===== src/rtl/iidl_pkg.sv =====
// ----------------------------------------------------------------------------
// iidl_pkg
// Shared types and constants for the indexed insert/delete list: command and
// status codes, request/response payloads and the per-cell control bundle.
// ----------------------------------------------------------------------------
`default_nettype none

package iidl_pkg;

  // list depth and derived widths
  localparam int unsigned CAPACITY = 256;
  localparam int unsigned PosW     = $clog2(CAPACITY);
  localparam int unsigned CntW     = $clog2(CAPACITY + 1);
  localparam int unsigned RdCntW   = PosW + 1;
  localparam int unsigned DataW    = 32;
  localparam int unsigned IdxW     = 16;
  localparam int unsigned LenW     = 9;

  // command codes
  typedef enum logic [2:0] {
    CMD_READ       = 3'd0,
    CMD_INS_HEAD   = 3'd1,
    CMD_APPEND     = 3'd2,
    CMD_INS_BEFORE = 3'd3,
    CMD_DELETE     = 3'd4
  } cmd_e;

  // status codes
  typedef enum logic [1:0] {
    ST_DONE    = 2'd0,
    ST_IGNORED = 2'd1,
    ST_FULL    = 2'd2
  } status_e;

  // controller states
  typedef enum logic {
    S_IDLE = 1'b0,
    S_READ = 1'b1
  } ctrl_state_e;

  // request payload
  typedef struct packed {
    logic [2:0]              cmd;
    logic signed [IdxW-1:0]  index;
    logic signed [DataW-1:0] value_in;
  } in_req_t;

  // response payload
  typedef struct packed {
    logic signed [DataW-1:0] value_out;
    logic                    found;
    logic [LenW-1:0]         length;
    logic [1:0]              status;
  } out_rsp_t;

  // control broadcast to every cell
  typedef struct packed {
    logic              ins;
    logic              del;
    logic [PosW-1:0]   pos;
    logic [PosW-1:0]   rd_pos;
    logic [DataW-1:0]  value;
  } cell_ctl_t;

endpackage

`default_nettype wire


===== src/rtl/iidl_cell.sv =====
// ----------------------------------------------------------------------------
// iidl_cell
// One list slot. Shifts right on insert, left on delete, and forwards the
// read tap toward the head one cell per cycle.
// ----------------------------------------------------------------------------
`default_nettype none

module iidl_cell (
  input  wire                              clk_i,
  input  wire iidl_pkg::cell_ctl_t         ctl_i,
  input  wire [iidl_pkg::PosW-1:0]         cell_pos_i,
  input  wire [iidl_pkg::DataW-1:0]        left_i,
  input  wire [iidl_pkg::DataW-1:0]        right_i,
  input  wire [iidl_pkg::DataW-1:0]        tap_right_i,
  output logic [iidl_pkg::DataW-1:0]       entry_o,
  output logic [iidl_pkg::DataW-1:0]       tap_o
);

  logic [iidl_pkg::DataW-1:0] entry_q, entry_d;
  logic [iidl_pkg::DataW-1:0] tap_q, tap_d;

  // entry update: open or close the gap
  always_comb begin
    entry_d = entry_q;
    if (ctl_i.ins) begin
      if (cell_pos_i > ctl_i.pos) begin
        entry_d = left_i;
      end else if (cell_pos_i == ctl_i.pos) begin
        entry_d = ctl_i.value;
      end
    end else if (ctl_i.del) begin
      if (cell_pos_i >= ctl_i.pos) begin
        entry_d = right_i;
      end
    end
  end

  // read tap: pick up own entry at the read position, else pass along
  always_comb begin
    if (cell_pos_i == ctl_i.rd_pos) begin
      tap_d = entry_q;
    end else begin
      tap_d = tap_right_i;
    end
  end

  always_ff @(posedge clk_i) begin
    entry_q <= entry_d;
    tap_q   <= tap_d;
  end

  assign entry_o = entry_q;
  assign tap_o   = tap_q;

endmodule

`default_nettype wire


===== config.mk =====
export PLATFORM = sky130hd
export DESIGN_NAME = iidl_cell
export DESIGN_NICKNAME = d
export VERILOG_FILES = /design/src/rtl/iidl_pkg.sv /design/src/rtl/iidl_cell.sv
export SDC_FILE = /design/constraint.sdc
export NUM_CORES = 1
export LEC_CHECK = 0
export ABC_CLOCK_PERIOD_IN_PS = 2900
export BUFFER_PORTS_ARGS = -buffer_cell sky130_fd_sc_hd__buf_2
export CAP_MARGIN = 20
export CORE_ASPECT_RATIO = 0.75
export CORE_MARGIN = 5
export CORE_UTILIZATION = 41
export CTS_CLUSTER_SIZE = 20
export DETAILED_ROUTE_END_ITERATION = 12
export GPL_TIMING_DRIVEN = 0
export PLACE_DENSITY = 0.78
export SYNTH_ARGS = -nofsm -noshare
export SYNTH_HDL_FRONTEND = slang
export SYNTH_SLANG_ARGS = --single-unit

===== constraint.sdc =====
create_clock -name clk_i -period 2.9 [get_ports clk_i]
set_input_delay 0.145 -clock clk_i [delete_from_list [all_inputs] [get_ports clk_i]]
set_output_delay 0.145 -clock clk_i [all_outputs]
set_load 0.01 [all_outputs]

## Yosys cells after proc, flatten, opt, wreduce, memory -nomap -nowiden

Cells that the tools add are included.

| word-level totals | value |
|---|---|
| register bits | 64 |
| input bits | 155 |
| output and inout bits | 64 |
| word-level logic and storage cells | 16 |

| cells by class | value |
|---|---|
| order comparisons | 2 |
| equal/unequal tests | 3 |
| multiplexer cells | 6 |
| reductions and logical operators | 3 |

Operators by type and width:

| operator | count |
|---|---|
| $mux W32 | 6 |
| $eq A8 B8 Y1 | 2 |
| $ge A8 B8 Y1 | 1 |
| $gt A8 B8 Y1 | 1 |
| $reduce_bool A2 Y1 | 2 |
| $ne A3 B1 Y1 const B | 1 |
| $reduce_and A3 Y1 | 1 |

## Logic depth before layout (Yosys ltp)

| logic depth | value |
|---|---|
| depth in word-level cells | 4 |
| depth in mapped cells | 9 |
| mapped depth without buffers | 7 |

## Worst setup path before layout

OpenSTA, ideal clock, no wires.

| path | value |
|---|---|
| kind | input to register |
| start point | input ctl_i[47] (netlist bit) |
| end point | register entry_q (netlist bit entry_o[0]), enable pin |
| setup time | 0.432 ns |
| data arrival time | 2.767 ns |
| data required time | 2.468 ns |
| path slack | -0.299 ns |
| stages | 6 |
| path buffers | 1 |
| cell sequence | inv_1 -> ha_1 -> nand4_2 -> clkbuf_1 -> a31o_2 -> a21oi_1 |

| on the way | value |
|---|---|
| cells in the longest elaborated chain, start to end | 3 |
| elaborated cells between the ends (all ways) | 6 |
| those cells by class | order compare: 2; eq/ne: 2; reduce/logical: 2 |

Ends and longest elaborated chain:

| item | RTL line | RTL |
|---|---|---|
| start: declaration | iidl_cell.sv:10 | `input wire iidl_pkg::cell_ctl_t ctl_i,` |
| $gt A8 B8 Y1, or another cell as far along | iidl_cell.sv:26 | `if (cell_pos_i > ctl_i.pos) begin` |
| $ne A3 B1 Y1 (no line) or $reduce_bool A2 Y1 (tied branches) | -- |  |
| $reduce_and A3 Y1 (no line) * | -- |  |
| end signal: assignment | iidl_cell.sv:48 | `entry_q <= entry_d;` |
| end: declaration | iidl_cell.sv:19 | `logic [iidl_pkg::DataW-1:0] entry_q, entry_d;` |

Every way passes the cells marked *; elsewhere a longest branch is shown, timed or not.
A chain may end at the register's enable or synchronous reset.

## Worst setup path after layout

| path | value |
|---|---|
| start point | input cell_pos_i[7] (netlist bit) |
| end point | register entry_q (netlist bit entry_o[18]), enable pin |

| on the way | value |
|---|---|
| cells in the longest elaborated chain, start to end | 3 |
| elaborated cells between the ends (all ways) | 6 |
| those cells by class | order compare: 2; eq/ne: 2; reduce/logical: 2 |

Ends and longest elaborated chain:

| item | RTL line | RTL |
|---|---|---|
| start: declaration | iidl_cell.sv:11 | `input wire [iidl_pkg::PosW-1:0] cell_pos_i,` |
| $gt A8 B8 Y1, or another cell as far along | iidl_cell.sv:26 |  |
| $ne A3 B1 Y1 (no line) or $reduce_bool A2 Y1 (tied branches) | -- |  |
| $reduce_and A3 Y1 (no line) * | -- |  |

Marks and branches as above.

==> summary.md <==
| Metric | Value |
|---|---|
| Status | finished clean |
| Vias per cell | about 5.6 |
| DRT Wirelength | between 10 and 15 mm |
| Post-CTS Hold Fix Bufs | 0 |
| Cell Pwr Density | 518.7 nW/µm² |
| Postcts setup bufs | 0 |
| Synth Flop Type | edfxtp_1 |
| CTS max path bufs | 2 |
| P_leak | 2.495 nW |
| Final ANT Viol Nets | 0 |
| Setup CP Type | input pin to register |
| IO Pins | 219 |
| Fin crit share | 79.07% |
| Average wire per standard cell | around 19 µm |
| Slew headroom | between 50% and 60% |
| Number of port buffers | about 220 |
| Crit path max fanout | 18 |
| HP Class | input pin to register |
| CTS tree | yes |
| Final nets | between 700 and 800 |
| Crit path required time | between 2000 and 3000 ps |
| Post-synthesis cell type count | 32 |
| Hold EP | tap_o[0] |
| Root Driver | clkbuf_16 |
| EDFF count, synth | 32 |
| Syn Area/Cell | approximately 10 µm² |
| CP max stage cell | a21oi_4 |
| Utilization after layout | just under 60% |
| Ys async rst share | 0% |
| DR iter-0 viols | roughly 300 |
| Minimum clock period | roughly 2300 ps |
| Synth Warn # | 0 |
| Yosys reg bits | 64 |
| # resized after CTS | 0 |
| DRT Pass-1 Iters | 5 |
| Die Area | 11,700 µm² |
| CP arrival | 2320 ps |
| Biggest cell delay along the critical path | 520 ps |
| Sink Count | 64 |
| Final hold violation count | 0 |
| Final slew viol count | 0 |
| Switching Power | 0.8244 mW |
| First-pass GRT wire length | slightly above 20 mm |
| Worst hold slack | between 40 and 50 ps |
| Hold_sp | tap_right_i[0] |
| Area growth syn-to-layout | 39.92% |
| Worst reg2reg path endpoint | tap_o[21] |
| Sequential fraction of design power | between 30% and 40% |
| Hpwl dp | 10.83 mm |
| Initial core utilization | 41.32% |
| Worst VDD drop | 0.2237 mV |
| Worst reg-to-reg path cell count | 1 |
| R2R setup slack | around 2100 ps |
| Skew-Pair Late Insertion Delay | 320 ps |
| Remaining Overflow, GRT | 0 |
| Pint | between 2 and 2.5 mW |
| Combinational Power Share | around a quarter |
| GRT Resource Usage Total | a little under a quarter |
| Die height | around 95 µm |
| Sw Ratio | 28.81% |
| Final Skew | 5.379 ps |
| Largest net degree at the start of global routing | 19 |
| Hold depth | 2 |
| Clk slew on worst S/H paths | around 50 ps |
| Seq/Total Area, Yosys | between 40% and 50% |
| Most common cell after layout, fill and taps aside | buf_2 |
| Startpoint Class | input pin |
| # setup viols final | 0 |
| Max Cap Viol | 0 |
| CP endpoint kind | register |
| Worst r2r src | entry_o[21] |
| Least-Margin Pin Slew | ~620 ps |
| Num CTS Buffers | 9 |
| Layout cells sized above 1 | approximately half |
| Mapped cell area | around 3900 µm² |
| FMAX | between 400 and 500 MHz |
| Critical-path cell list | buf_2 > ha_1 > nand4_2 > clkbuf_1 > a31o_2 > a21oi_4 > buf_16 |
| Most frequent cells in the layout | buf_2 (224), nand2_1 (65), mux2_2 (59), nor2_1 (34) |
| Mapped Cells | between 300 and 400 |
| Clk pwr share | a little over a third |
| CORE AREA | about 9500 µm² |
| Vias in the first global route | about 4.3k |
| Row count | 31 |
| H-Tree Depth | 3 |
| RSZ-0062 raised after global routing | no |
| Syn nets | 556 |
| DP Area | roughly 5200 µm² |
| Design area | approximately 5500 µm² |
| Routed via count | approximately 4.2k |
| Diode count | 0 |
| Chip width | approximately 120 µm |
| Placer Congestion | between 0.9 and 1 |
| Post-route DRC violation count | 0 |
| Initial antenna violation count | 0 |
-- state kept, by name (all words and copies together), names as in the netlist --
signal	flops
tap_o	32
entry_o	32
-- cell usage after synthesis (3+ instances only) --
master | n | area share (%)
buf_4 | 3 | 0.57
a22oi_1 | 31 | 5.9
xnor2_1 | 8 | 1.8
a41oi_1 | 31 | 6.9
nand4_1 | 3 | 0.48
a21boi_0 | 31 | 5.9
inv_1 | 8 | 0.76
buf_2 | 7 | 0.89
nand2_1 | 65 | 6.2
ha_1 | 8 | 2.5
mux2_2 | 59 | 17
a21oi_1 | 3 | 0.38
dfxtp_1 | 32 | 16
mux2_1 | 4 | 1.1
nor2_1 | 34 | 3.2
clkbuf_1 | 16 | 1.5
buf_6 | 3 | 0.86
edfxtp_1 | 32 | 24
-- kinds of logic after synthesis --
logic type	after synthesis	share of synthesized area, %
buffers and inverters	37	4.602
flip-flops	64	40.62
adder cells (fa/ha/maj)	8	2.539
AO/OA/AOI/OAI	106	21.52
multiplexers	64	18.25
AND/OR/NAND/NOR	106	10.70
XOR/XNOR	8	1.777
-- critical path: cells and delay by family --
family | cells | cell delay, ps
adders and majority gates | 1 | 360
AOI/OAI and AO/OA | 2 | 840
buffers and inverters | 3 | 700
and+or+nand+nor | 1 | 260
-- routing by layer --
| layer | vias up | wire length (µm) | track usage, % |
|---|---|---|---|
| met1 | 1967 | 5401 | 27.14 |
| met5 | - | 0 | 0 |
| met3 | 24 | 1571 | 5.749 |
| li1 | 1935 | - | - |
| met2 | 307 | 6924 | 38.94 |
| met4 | 0 | 193 | 9.032 |
-- layout make-up --
type / count / area (µm²)
repair buffers: 218 / 1114
flip-flops and latches: 64 / 1602
inverters: 8 / 30.03
clock inverters: 4 / 27.53
multi-input cells: 292 / 2171
well taps: 132 / 165.2
clock buffers: 12 / 256.5
fillers: 843 / 4025
plain buffers: 29 / 151.4
-- per-stage QoR --
| stage | power [mW] | setup slack, ps | TNS, ps | instances |
|---|---|---|---|---|
| floorplan | 1.518 | 409.2 | 0 | 393 |
| global placement | 1.805 | -539.0 | -17180 | 742 |
| detailed placement | 1.852 | 241.9 | 0 | 743 |
| CTS | 2.878 | 591.8 | 0 | 759 |
| global route | 2.991 | 467.8 | 0 | 759 |
| finish | 2.861 | 607.1 | 0 | 759 |
-- power groups by stage --
stage | Combinational (mW) | Clock (mW) | Sequential [mW]
global placement | 0.677 | 0 | 1.13
detailed placement | 0.723 | 0 | 1.13
floorplan | 0.341 | 0 | 1.18
global route | 0.790 | 1.08 | 1.12
finish | 0.727 | 1.02 | 1.11
CTS | 0.725 | 1.04 | 1.11
-- worst max-delay path by stage --
| stage | startpoint | end | slack, ps | cells after the start |
|---|---|---|---|---|
| 3_5_place_dp | cell_pos_i[7] | entry_o[19] | 240 | 7 |
| 4_1_cts | cell_pos_i[7] | entry_o[16] | 590 | 7 |
| 6_report | cell_pos_i[7] | entry_o[18] | 610 | 7 |
| 3_3_place_gp | cell_pos_i[7] | entry_o[12] | -540 | 6 |
| 5_1_grt | ctl_i[47] | entry_o[15] | 470 | 8 |
| 2_1_floorplan | ctl_i[47] | entry_o[0] | 410 | 6 |
Power figures use the tool's default switching activity.
