$ cat src/rtl/iidl_pkg.sv
// ----------------------------------------------------------------------------
// iidl_pkg
// Shared types and constants for the indexed insert/delete list: command and
// status codes, request/response payloads and the per-cell control bundle.
// ----------------------------------------------------------------------------
`default_nettype none

package iidl_pkg;

  // list depth and derived widths
  localparam int unsigned CAPACITY = 256;
  localparam int unsigned PosW     = $clog2(CAPACITY);
  localparam int unsigned CntW     = $clog2(CAPACITY + 1);
  localparam int unsigned RdCntW   = PosW + 1;
  localparam int unsigned DataW    = 32;
  localparam int unsigned IdxW     = 16;
  localparam int unsigned LenW     = 9;

  // command codes
  typedef enum logic [2:0] {
    CMD_READ       = 3'd0,
    CMD_INS_HEAD   = 3'd1,
    CMD_APPEND     = 3'd2,
    CMD_INS_BEFORE = 3'd3,
    CMD_DELETE     = 3'd4
  } cmd_e;

  // status codes
  typedef enum logic [1:0] {
    ST_DONE    = 2'd0,
    ST_IGNORED = 2'd1,
    ST_FULL    = 2'd2
  } status_e;

  // controller states
  typedef enum logic {
    S_IDLE = 1'b0,
    S_READ = 1'b1
  } ctrl_state_e;

  // request payload
  typedef struct packed {
    logic [2:0]              cmd;
    logic signed [IdxW-1:0]  index;
    logic signed [DataW-1:0] value_in;
  } in_req_t;

  // response payload
  typedef struct packed {
    logic signed [DataW-1:0] value_out;
    logic                    found;
    logic [LenW-1:0]         length;
    logic [1:0]              status;
  } out_rsp_t;

  // control broadcast to every cell
  typedef struct packed {
    logic              ins;
    logic              del;
    logic [PosW-1:0]   pos;
    logic [PosW-1:0]   rd_pos;
    logic [DataW-1:0]  value;
  } cell_ctl_t;

endpackage

`default_nettype wire

$ cat src/rtl/iidl_ctrl.sv
// ----------------------------------------------------------------------------
// iidl_ctrl
// Command decode, entry count, read sequencing and the response register.
// ----------------------------------------------------------------------------
`default_nettype none

module iidl_ctrl (
  input  wire                          clk_i,
  input  wire                          rst_ni,
  input  wire                          in_valid_i,
  output logic                         in_ready_o,
  input  wire iidl_pkg::in_req_t       in_req_i,
  output logic                         out_valid_o,
  input  wire                          out_ready_i,
  output iidl_pkg::out_rsp_t           out_rsp_o,
  input  wire [iidl_pkg::DataW-1:0]    tap_i,
  output iidl_pkg::cell_ctl_t          ctl_o
);

  iidl_pkg::ctrl_state_e state_q, state_d;

  logic [iidl_pkg::CntW-1:0]   count_q, count_d;
  logic [iidl_pkg::RdCntW-1:0] rd_cnt_q, rd_cnt_d;
  logic [iidl_pkg::PosW-1:0]   rd_pos_q, rd_pos_d;
  logic                        out_valid_q, out_valid_d;
  iidl_pkg::out_rsp_t          out_rsp_q, out_rsp_d;

  logic                        accept;
  logic                        out_free;
  logic                        read_done;
  logic                        idx_neg;
  logic [iidl_pkg::IdxW-1:0]   idx_u;
  logic [iidl_pkg::IdxW-1:0]   cnt_ext;
  logic                        in_range;
  logic                        idx_past;
  logic                        full;
  logic                        want_ins;
  logic                        do_ins;
  logic                        do_del;
  logic                        start_read;
  logic [iidl_pkg::PosW-1:0]   op_pos;
  iidl_pkg::status_e           status;

  // index checks against the current length
  assign idx_neg  = in_req_i.index[iidl_pkg::IdxW-1];
  assign idx_u    = in_req_i.index;
  assign cnt_ext  = iidl_pkg::IdxW'(count_q);
  assign in_range = !idx_neg && (idx_u < cnt_ext);
  assign idx_past = !idx_neg && (idx_u > cnt_ext);
  assign full     = count_q >= iidl_pkg::CntW'(iidl_pkg::CAPACITY);
  assign out_free = !out_valid_q || out_ready_i;
  assign accept   = in_valid_i && in_ready_o;

  // command decode
  always_comb begin
    want_ins   = 1'b0;
    do_del     = 1'b0;
    start_read = 1'b0;
    op_pos     = '0;
    status     = iidl_pkg::ST_DONE;
    unique case (in_req_i.cmd)
      iidl_pkg::CMD_READ: begin
        if (in_range) begin
          start_read = 1'b1;
          op_pos     = idx_u[iidl_pkg::PosW-1:0];
        end else begin
          status = iidl_pkg::ST_IGNORED;
        end
      end
      iidl_pkg::CMD_INS_HEAD: begin
        want_ins = 1'b1;
      end
      iidl_pkg::CMD_APPEND: begin
        want_ins = 1'b1;
        op_pos   = iidl_pkg::PosW'(count_q);
      end
      iidl_pkg::CMD_INS_BEFORE: begin
        if (idx_neg) begin
          want_ins = 1'b1;
        end else if (idx_past) begin
          status = iidl_pkg::ST_IGNORED;
        end else begin
          want_ins = 1'b1;
          op_pos   = idx_u[iidl_pkg::PosW-1:0];
        end
      end
      iidl_pkg::CMD_DELETE: begin
        if (in_range) begin
          do_del = 1'b1;
          op_pos = idx_u[iidl_pkg::PosW-1:0];
        end else begin
          status = iidl_pkg::ST_IGNORED;
        end
      end
      default: begin
        status = iidl_pkg::ST_IGNORED;
      end
    endcase
    do_ins = want_ins && !full;
    if (want_ins && full) begin
      status = iidl_pkg::ST_FULL;
    end
  end

  // cell control broadcast
  assign ctl_o.ins    = accept && do_ins;
  assign ctl_o.del    = accept && do_del;
  assign ctl_o.pos    = op_pos;
  assign ctl_o.rd_pos = rd_pos_q;
  assign ctl_o.value  = in_req_i.value_in;

  // next state
  always_comb begin
    state_d = state_q;
    unique case (state_q)
      iidl_pkg::S_IDLE: begin
        if (accept && start_read) begin
          state_d = iidl_pkg::S_READ;
        end
      end
      iidl_pkg::S_READ: begin
        if (rd_cnt_q == '0 && out_free) begin
          state_d = iidl_pkg::S_IDLE;
        end
      end
      default: begin
        state_d = iidl_pkg::S_IDLE;
      end
    endcase
  end

  // state outputs
  always_comb begin
    in_ready_o = 1'b0;
    read_done  = 1'b0;
    unique case (state_q)
      iidl_pkg::S_IDLE: begin
        in_ready_o = out_free;
      end
      iidl_pkg::S_READ: begin
        read_done = (rd_cnt_q == '0) && out_free;
      end
      default: begin
        in_ready_o = 1'b0;
      end
    endcase
  end

  // count, read counter and read position
  always_comb begin
    count_d  = count_q;
    rd_cnt_d = rd_cnt_q;
    rd_pos_d = rd_pos_q;
    if (ctl_o.ins) begin
      count_d = count_q + 1'b1;
    end else if (ctl_o.del) begin
      count_d = count_q - 1'b1;
    end
    if (accept && start_read) begin
      rd_pos_d = op_pos;
      rd_cnt_d = {1'b0, op_pos} + 1'b1;
    end else if (state_q == iidl_pkg::S_READ && rd_cnt_q != '0) begin
      rd_cnt_d = rd_cnt_q - 1'b1;
    end
  end

  // response register
  always_comb begin
    out_valid_d = out_valid_q;
    out_rsp_d   = out_rsp_q;
    if (out_ready_i) begin
      out_valid_d = 1'b0;
    end
    if (accept && !start_read) begin
      out_valid_d         = 1'b1;
      out_rsp_d.value_out = '1;
      out_rsp_d.found     = 1'b0;
      out_rsp_d.length    = iidl_pkg::LenW'(count_d);
      out_rsp_d.status    = status;
    end else if (read_done) begin
      out_valid_d         = 1'b1;
      out_rsp_d.value_out = tap_i;
      out_rsp_d.found     = 1'b1;
      out_rsp_d.length    = iidl_pkg::LenW'(count_q);
      out_rsp_d.status    = iidl_pkg::ST_DONE;
    end
  end

  always_ff @(posedge clk_i or negedge rst_ni) begin
    if (!rst_ni) begin
      state_q     <= iidl_pkg::S_IDLE;
      count_q     <= '0;
      rd_cnt_q    <= '0;
      rd_pos_q    <= '0;
      out_valid_q <= 1'b0;
    end else begin
      state_q     <= state_d;
      count_q     <= count_d;
      rd_cnt_q    <= rd_cnt_d;
      rd_pos_q    <= rd_pos_d;
      out_valid_q <= out_valid_d;
    end
  end

  always_ff @(posedge clk_i) begin
    out_rsp_q <= out_rsp_d;
  end

  assign out_valid_o = out_valid_q;
  assign out_rsp_o   = out_rsp_q;

  // length stays within capacity
  a_count_bound: assert property (@(posedge clk_i) disable iff (!rst_ni)
    count_q <= iidl_pkg::CntW'(iidl_pkg::CAPACITY))
    else $error("entry count above capacity");

  // never shift both ways at once
  a_one_shift: assert property (@(posedge clk_i) disable iff (!rst_ni)
    !(ctl_o.ins && ctl_o.del))
    else $error("insert and delete together");

  // no insert into a full list
  a_ins_not_full: assert property (@(posedge clk_i) disable iff (!rst_ni)
    ctl_o.ins |-> !full)
    else $error("insert while full");

  // the list does not change while a read walks the tap chain
  a_read_stable: assert property (@(posedge clk_i) disable iff (!rst_ni)
    (state_q == iidl_pkg::S_READ) |=> $stable(count_q) && $stable(rd_pos_q))
    else $error("list changed during read");

  // a read in range always enters the read walk
  a_read_start: assert property (@(posedge clk_i) disable iff (!rst_ni)
    (accept && start_read) |=> (state_q == iidl_pkg::S_READ))
    else $error("read not started");

endmodule

`default_nettype wire

$ cat config.mk
export PLATFORM = sky130hd
export DESIGN_NAME = iidl_ctrl
export DESIGN_NICKNAME = d
export VERILOG_FILES = /design/src/rtl/iidl_pkg.sv /design/src/rtl/iidl_ctrl.sv
export SDC_FILE = /design/constraint.sdc
export NUM_CORES = 1
export LEC_CHECK = 0
export BUFFER_PORTS_ARGS = -buffer_cell sky130_fd_sc_hd__buf_4
export CAP_MARGIN = 15
export CORE_AREA = 2 2 103 85
export DETAILED_ROUTE_END_ITERATION = 10
export DIE_AREA = 0 0 105 87
export HOLD_SLACK_MARGIN = 0.12
export PLACE_DENSITY_LB_ADDON = 0.25
export SETUP_SLACK_MARGIN = 0.1
export SLEW_MARGIN = 20
export SYNTH_ARGS = -nofsm -noshare
export SYNTH_HDL_FRONTEND = slang
export SYNTH_SLANG_ARGS = --single-unit
$ cat constraint.sdc
create_clock -name clk_i -period 6.3 [get_ports clk_i]
set_clock_uncertainty 0.15 [all_clocks]
set_input_delay 1.26 -clock clk_i [delete_from_list [all_inputs] [get_ports clk_i]]
set_output_delay 1.26 -clock clk_i [all_outputs]
set_load 0.005 [all_outputs]
Word level (Yosys, flattened, before mapping)
Index checks and enable logic that the tools add are counted.

Bits in registers: 72. Logic and storage cells: 74. Output and inout port bits: 96. Input bits: 87.

$lt $le $gt $ge: 3. $add $sub $neg: 4. Equality and inequality tests: 4. Multiplexer cells: 29. Reductions and logical operators: 24. Bitwise operators: 1.

Operators with widths (count): $mux W9 (4); $mux W8 (3); $pmux W8 S3 (1); $mux W11 (2); $sub A9 B1 Y9 const B (2); $gt A16 B9 Y1 (1); $lt A16 B9 Y1 (1); $mux W1 (15); $logic_and A1 B1 Y1 (11); $add A8 B1 Y9 const B (1); $add A9 B1 Y9 const B (1); $ge A9 B9 Y1 const B (1); $logic_not A9 Y1 (1); $reduce_bool A9 Y1 (1); $eq A3 B2 Y1 const B (2); $logic_not A1 Y1 (4); $pmux W1 S2 (2); $reduce_bool A2 Y1 (2); $reduce_or A2 Y1 (2); $eq A3 B1 Y1 const B (1); $eq A3 B3 Y1 const B (1); $logic_not A3 Y1 (1); $pmux W1 S3 (1); $reduce_bool A3 Y1 (1); other kinds (3) (3).

Longest topological paths before layout
Gate-level depths: netlist of the first run.

Word-level depth: 9. Gate-level depth with buffers: 17. Depth with buffers taken out: 15.

Worst setup path before layout of the first run
No wires, ideal clock.

Kind: input port to output port. Start point: input port in_req_i[39] in the netlist's numbering. End point: output port ctl_o[46] in the netlist's numbering. Setup slack: 1973 ps. Buffers on the path: 1. Data arrival time: 2917 ps. Stages: 8. Data required time: 4890 ps. Path through: ha_1 > a21oi_2 > o21ai_2 > a31o_4 > or2_1 > buf_6 > a21oi_1 > a22o_1.

RTL lines: start, declared (line iidl_ctrl.sv:12) `input wire iidl_pkg::in_req_t in_req_i,`; end, declared (line iidl_ctrl.sv:17) `output iidl_pkg::cell_ctl_t ctl_o`.

==> run_results.csv, run 1 <==
group,metric,value,unit
cells_and_area,finalNetCount,639,
setup_path,arrival,3.52,ns
placed_design,gp_congestion,0.970,
run,cap_violations,0,
clocking,cts_sinks,72,
synthesis,yosys-top-cells-count,"nand2_1, nand3_1, buf_4, dfxtp_1, nor2_1",
clocking,cts_buffer_depth,2,
setup_path,critPathMaxStageDelay,0.41,ns
clocking,postCtsSetupBuffers,0,
status,outcome,"finished, final reports clean",
setup_path,crit_type,"input pin to output port",
route,wl_per_cell,15.9,um
placed_design,dp_hpwl,7870,um
synthesis,syn-cell-area,4050,sq um
global_route,grt_max_degree,35,
synthesis,yosys.area_share.adder,4.02,%
setup_path,path_buf_inv,2,
setup_path,crit_fanout,8,
setup_path,critical-path-slowest-cell,"a21oi_1",
power_and_ir_drop,p_per_area,211,nW/um^2
global_route,antenna_found_initial,0,
synthesis,synthCells,459,
global_route,track_usage,22.9,%
clocking,cts_resized,0,
clocking,htreeDepth,3,
timing,finalSetupViolCount,0,
setup_path,start_kind,"input pin",
synthesis,synth_cell_type_count,64,
global_route,overflow,0,
timing,finalCritPeriodShare,78.3,%
power_and_ir_drop,ir_worst_vdd,0.103,mV
power_and_ir_drop,p_leak,2.28,nW
synthesis,yosysSeqAreaShare,41.8,%
cells_and_area,syn_to_final_growth,24.1,%
clocking,ctsHoldBuffers,0,
timing,min_period,4.93,ns
setup_path,crit_path_end_kind,"output port",
setup_path,crit_required,4.89,ns
floorplanning,die_area,9140,sq um
clocking,cts_root_buf,"clkbuf_8",
timing,timing_hold_violations_final,0,
synthesis,synth-simple-area-share,24.4,%
clocking,numCtsBuffers,9,
synthesis,synth-warning-count,0,
synthesis,synth_top_family_by_area,"simple AND/OR/NAND/NOR gates",
floorplanning,die_w,105,um
route,top_layer,"met4",
cells_and_area,insertedDiodeCount,0,
placed_design,io_buffers,118,
clocking,cts_tree,"yes",
timing,report.final.slew_viol_count,0,
timing,totalNegativeSetupSlack,0,ns
synthesis,yosysTopAreaCellShare,17.3,%
synthesis,synth_most_common_cell,"nand2_1",
synthesis,synthTopCellsByArea,"dfrtp_1, dfxtp_1, nand2_1, edfxtp_1, buf_4",
floorplanning,pin_count,183,
route,viasPerCell,5.38,
clocking,clk_pin_slew,0.08,ns
floorplanning,core_area,8180,sq um
floorplanning,fp-row-count,30,
synthesis,avgSynthCellArea,8.82,sq um
route,drc,0,
floorplanning,initial_core_util,49.5,%
timing,relSlewSlack,39.8,%
synthesis,synth_compound_area_share,13.3,%
floorplanning,die_y,87,um
synthesis,synth_top_area_cell,"dfrtp_1",
clocking,clkLatencyLatePin,0.34,ns
global_route,grt_pass1_wl,16500,um
power_and_ir_drop,total_power,1.06,mW
synthesis,muxShareOfSynthArea,1.39,%
synthesis,synthArstFlopShare,38.9,%
cells_and_area,layout-drive-gt1-share,30.1,%
global_route,grt_pass1_vias,3239,
route,first_pass_iters,5,
timing,rsz0062_at_grt,"false",
route,dr_wl_met2,4330,um
synthesis,syn_nets,559,
synthesis,synth-edff-count,11,
setup_path,cpMostUsedCell,"buf_4",
timing,tightest_slew,0.897,ns
route,ant_nets,0,
route,drt_wl_total,10400,um
route,drt-met1-wl,4860,um
synthesis,synthFlopType,"dfxtp_1",
hold_path,hp-class,"flop to flop",
route,vias,3532,
route,drtIter0Drc,282,
synthesis,ys_seq_elements,72,
synthesis,synth_xor_area_share,5.19,%
setup_path,crit_chain,"buf_4 > ha_1 > a21oi_2 > o21ai_2 > a31o_4 > or2_1 > a21oi_1 > a22o_1 > buf_4",
timing,timing.fmax,203,MHz
setup_path,cp_top_family,"compound AO/OA/AOI/OAI gates",
timing,timing.hold.ws,0.319,ns
route,route.met3.wl,896,um
-- worst register-to-register path: cells and delay by family, from the launching register on --
kind | cells | cell delay [ns]
compound gates | 8 | 1.78
fa+ha+maj | 2 | 0.52
buf+inv | 1 | 0.13
flops | 1 | 0.51
simple gates | 4 | 0.79
-- where the power goes --
| part | total, mW | switching [mW] | internal (mW) |
|---|---|---|---|
| combinational | 0.124 | 0.0651 | 0.0587 |
| sequential | 0.494 | 0.0122 | 0.482 |
| clock | 0.443 | 0.177 | 0.265 |
| total | 1.06 | 0.255 | 0.806 |
-- placed cells by master (no fill, tap or decap), types with 3 or more instances in the layout --
cell type	synthesis	final
nor4_4	3	3
inv_1	20	20
bufinv_16	0	3
o21a_1	4	4
a21oi_1	19	19
and3_1	3	3
nand2_1	93	92
o2111ai_1	3	3
clkbuf_8	0	9
ha_1	13	13
nor2b_1	4	4
nor3_1	7	7
o31ai_1	6	6
edfxtp_1	11	11
nand4_1	4	4
nor2_1	30	30
mux2_2	5	5
xnor2_1	22	22
buf_4	33	120
dfrtp_1	28	28
nand3_1	37	37
nor4_1	7	6
dfxtp_1	33	33
a22o_1	3	3
and2_1	4	4
o21ai_0	5	5
-- logic make-up after synthesis --
family,Yosys count
simple gates,204
compound gates,70
fa+ha+maj,13
xor+xnor,24
flops,72
buf+inv,71
mux,5
-- final cells by class --
class	instances	area, sq um
well taps	112	140
clock inverters	6	115
clock buffers	10	128
flip-flops and latches	72	1690
inverters	20	75.1
multi-input cells	316	1970
repair buffers	120	901
fillers	722	3160
-- flip-flops by register name, indices dropped and copies added, names as in the netlist --
name and count:
rd_pos_q 8, out_rsp_o 44, count_q 9, rd_cnt_q 9
out_valid_o 1, state_q 1
-- stage by stage --
step                      util [%]  std cells  setup WS, ns  area (sq um)
after detailed placement      58.4        640          1.40          4780
after CTS                     61.4        656          1.39          5020
after global placement        58.4        640          1.52          4780
after floorplan                  -        459          1.97          4050
after global routing          61.4        656          1.25          5020
final                         61.4        656          1.37          5020
-- metal layers --
metal  track usage (%)  vias up
met4              9.70        0
met5                 0        -
li1                  -     1709
met2              32.3      169
met3              6.28       38
met1              32.9     1616
-- final timing paths --
kind / from / endpoint / slack (ns) / depth (start not counted)
max: in_req_i[39] / ctl_o[46] / 1.37 / 9
min: out_rsp_o[14] / out_rsp_o[14] / 0.32 / 2
max reg2reg: count_q[5] / rd_cnt_q[8] / 2.34 / 15
min reg2reg: out_rsp_o[14] / out_rsp_o[14] / 0.32 / 2
max in group asynchronous: rst_ni / rd_cnt_q[8] / 5.02 / 1
min in group asynchronous: rst_ni / count_q[0] / 0.68 / 1
Note: power is estimated with default switching activity, not from simulation.
==> run 2: changes to the inputs <==
- CORE_AREA: 2 2 103 85 -> 2 2 112 92
- DIE_AREA: 0 0 105 87 -> 0 0 114 94
- clock period: 6.3 -> 4 ns (I/O delays scaled with it)
==> run 2 against run 1 <==
  * Die area increased by 17%
  * Setup slack lost 1.1 ns
  * Clock power grew 86%
  * Sequential power grew 58%
  * Via count rose by 3.1%
  * Worst hold slack worse by 0.082 ns
  * Largest power group is now the clock network
  * Cell count grew 3.8%
  * Count of clock-buffer cells in the layout up 1
  * Critical path depth is 1 lower
  * Sequential cell count did not move
  * Critical endpoint is now ctl_o[49]
  * Register-to-register slack worse by 1.9 ns
==> run_results.csv, run 2 (same netlist as run 1, synthesis figures left out) <==
group,metric,value,unit
power_and_ir_drop,p_per_area,343,nW/um^2
cells_and_area,final_common_cell,"buf_4",
cells_and_area,fill_cells,886,
hold_path,hp-class,"input pin to asynchronous set/reset pin",
placed_design,gp_congestion,0.933,
floorplanning,core_area,9530,sq um
floorplanning,die_y,94,um
route,drtIter0Drc,301,
clocking,cts_sinks,72,
cells_and_area,finalNetCount,657,
cells_and_area,fin_util,54.9,%
clocking,htreeDepth,3,
setup_path,r2r-start,"count_q[4]",
clocking,cts_tree,"yes",
cells_and_area,syn_to_final_growth,29.3,%
setup_path,crit_fanout,9,
setup_path,r2r_slack,0.43,ns
global_route,grt_pass1_wl,17200,um
clocking,cts_buffer_depth,2,
timing,report.final.slew_viol_count,0,
route,wl_per_cell,16.3,um
floorplanning,initial_core_util,42.5,%
timing,timing.fmax,269,MHz
setup_path,r2r_cells,15,
global_route,overflow,0,
timing,rsz0062_at_grt,"false",
setup_path,start_kind,"flop",
setup_path,arrival,2.77,ns
placed_design,io_buffers,118,
timing,totalNegativeSetupSlack,0,ns
timing,finalCritPeriodShare,93.1,%
clocking,clkLatencyLatePin,0.34,ns
power_and_ir_drop,p_leak,2.40,nW
clocking,cts_root_buf,"clkbuf_16",
floorplanning,die_area,10700,sq um
clocking,clk_pin_slew,0.06,ns
route,drt_wl_total,11100,um
setup_path,crit_type,"flop to output port",
placed_design,dpl_worst_slack,0.0939,ns
placed_design,dp_hpwl,8520,um
setup_path,crit_path_end_kind,"output port",
route,viasPerCell,5.35,
cells_and_area,seqCellArea,1690,sq um
route,drc,0,
timing,setup_ws,0.276,ns
setup_path,crit_required,3.05,ns
cells_and_area,final_cell_mix,"buf_4, nand2_1, nand3_1",
global_route,track_usage,20.8,%
floorplanning,pin_count,183,
timing,timing_hold_violations_final,0,
power_and_ir_drop,ir_worst_vdd,0.296,mV
cells_and_area,insertedDiodeCount,0,
setup_path,timing.rr.end,"rd_cnt_q[6]",
floorplanning,die_w,114,um
route,first_pass_iters,4,
route,ant_nets,0,
status,outcome,"finished, final reports clean",
global_route,grt_max_degree,34,
timing,finalSetupViolCount,0,
global_route,grt_pass1_vias,3345,
timing,min_period,3.72,ns
timing,tightest_slew,0.695,ns
timing,relSlewSlack,53.2,%
floorplanning,fp-row-count,32,
run,cap_violations,0,
power_and_ir_drop,total_power,1.80,mW
global_route,antenna_found_initial,0,
cells_and_area,layout-drive-gt1-share,32.7,%
clocking,ctsHoldBuffers,0,
route,vias,3640,
cells_and_area,multi_input_area,1970,sq um
clocking,numCtsBuffers,9,
cells_and_area,largest_register_ffs,44,
run 2: cell type report:
class	count	share of cell area [%]
clock inverter	5	0.861
inverter	20	1.43
multi-input combinational	316	37.7
timing repair buffer	138	19.8
tap	119	2.84
sequential	72	32.4
clock buffer	11	5.04
run 2: metal layers:
metal	wire, um	up-vias	track usage (%)
met2	4630	168	29.6
met1	5050	1679	28.7
met4	432	0	10.3
met5	0	-	0
li1	-	1753	-
met3	973	40	6.06
run 2: per-stage QoR:
stage | std cells | area, sq um | hold WS (ns)
after detailed placement | 664 | 4910 | 0.305
after global routing | 681 | 5230 | 0.264
after CTS | 680 | 5220 | 0.248
after global placement | 664 | 4910 | 0.300
final | 681 | 5230 | 0.237
after floorplan | 459 | 4050 | 0.314
run 2: critical path: stages, from the launching register on:
cell and delay [ns]:
dfrtp_2 0.46, inv_1 0.13, ha_1 0.34, a21oi_1 0.29, a21oi_1 0.19, o31ai_1 0.32, a21oi_1 0.21, nor4_4 0.32
buf_4 0.17
run 2: worst max-delay path by stage:
| stage | startpoint | to | slack [ns] | depth (start not counted) |
|---|---|---|---|---|
| global placement | in_req_i[39] | rd_cnt_q[6] | 0.19 | 15 |
| CTS | count_q[3] | ctl_o[49] | 0.19 | 8 |
| floorplan | in_req_i[39] | rd_cnt_q[6] | 0.27 | 15 |
| detailed placement | in_req_i[39] | rd_cnt_q[6] | 0.09 | 15 |
| finish | count_q[3] | ctl_o[49] | 0.28 | 8 |
| global route | count_q[7] | rd_cnt_q[6] | 0.11 | 15 |
run 2: where the power goes:
part	leakage (nW)	internal [mW]	switching (mW)	total, mW
clock network	0.150	0.484	0.337	0.822
registers	0.729	0.760	0.0184	0.779
logic	1.52	0.0951	0.102	0.197
total	2.40	1.34	0.458	1.80
run 2: what timing repair did:
action,4_1_cts,5_1_grt
gates resized for setup,0,2
buffers inserted,0,1
endpoints found under the setup margin,0,6
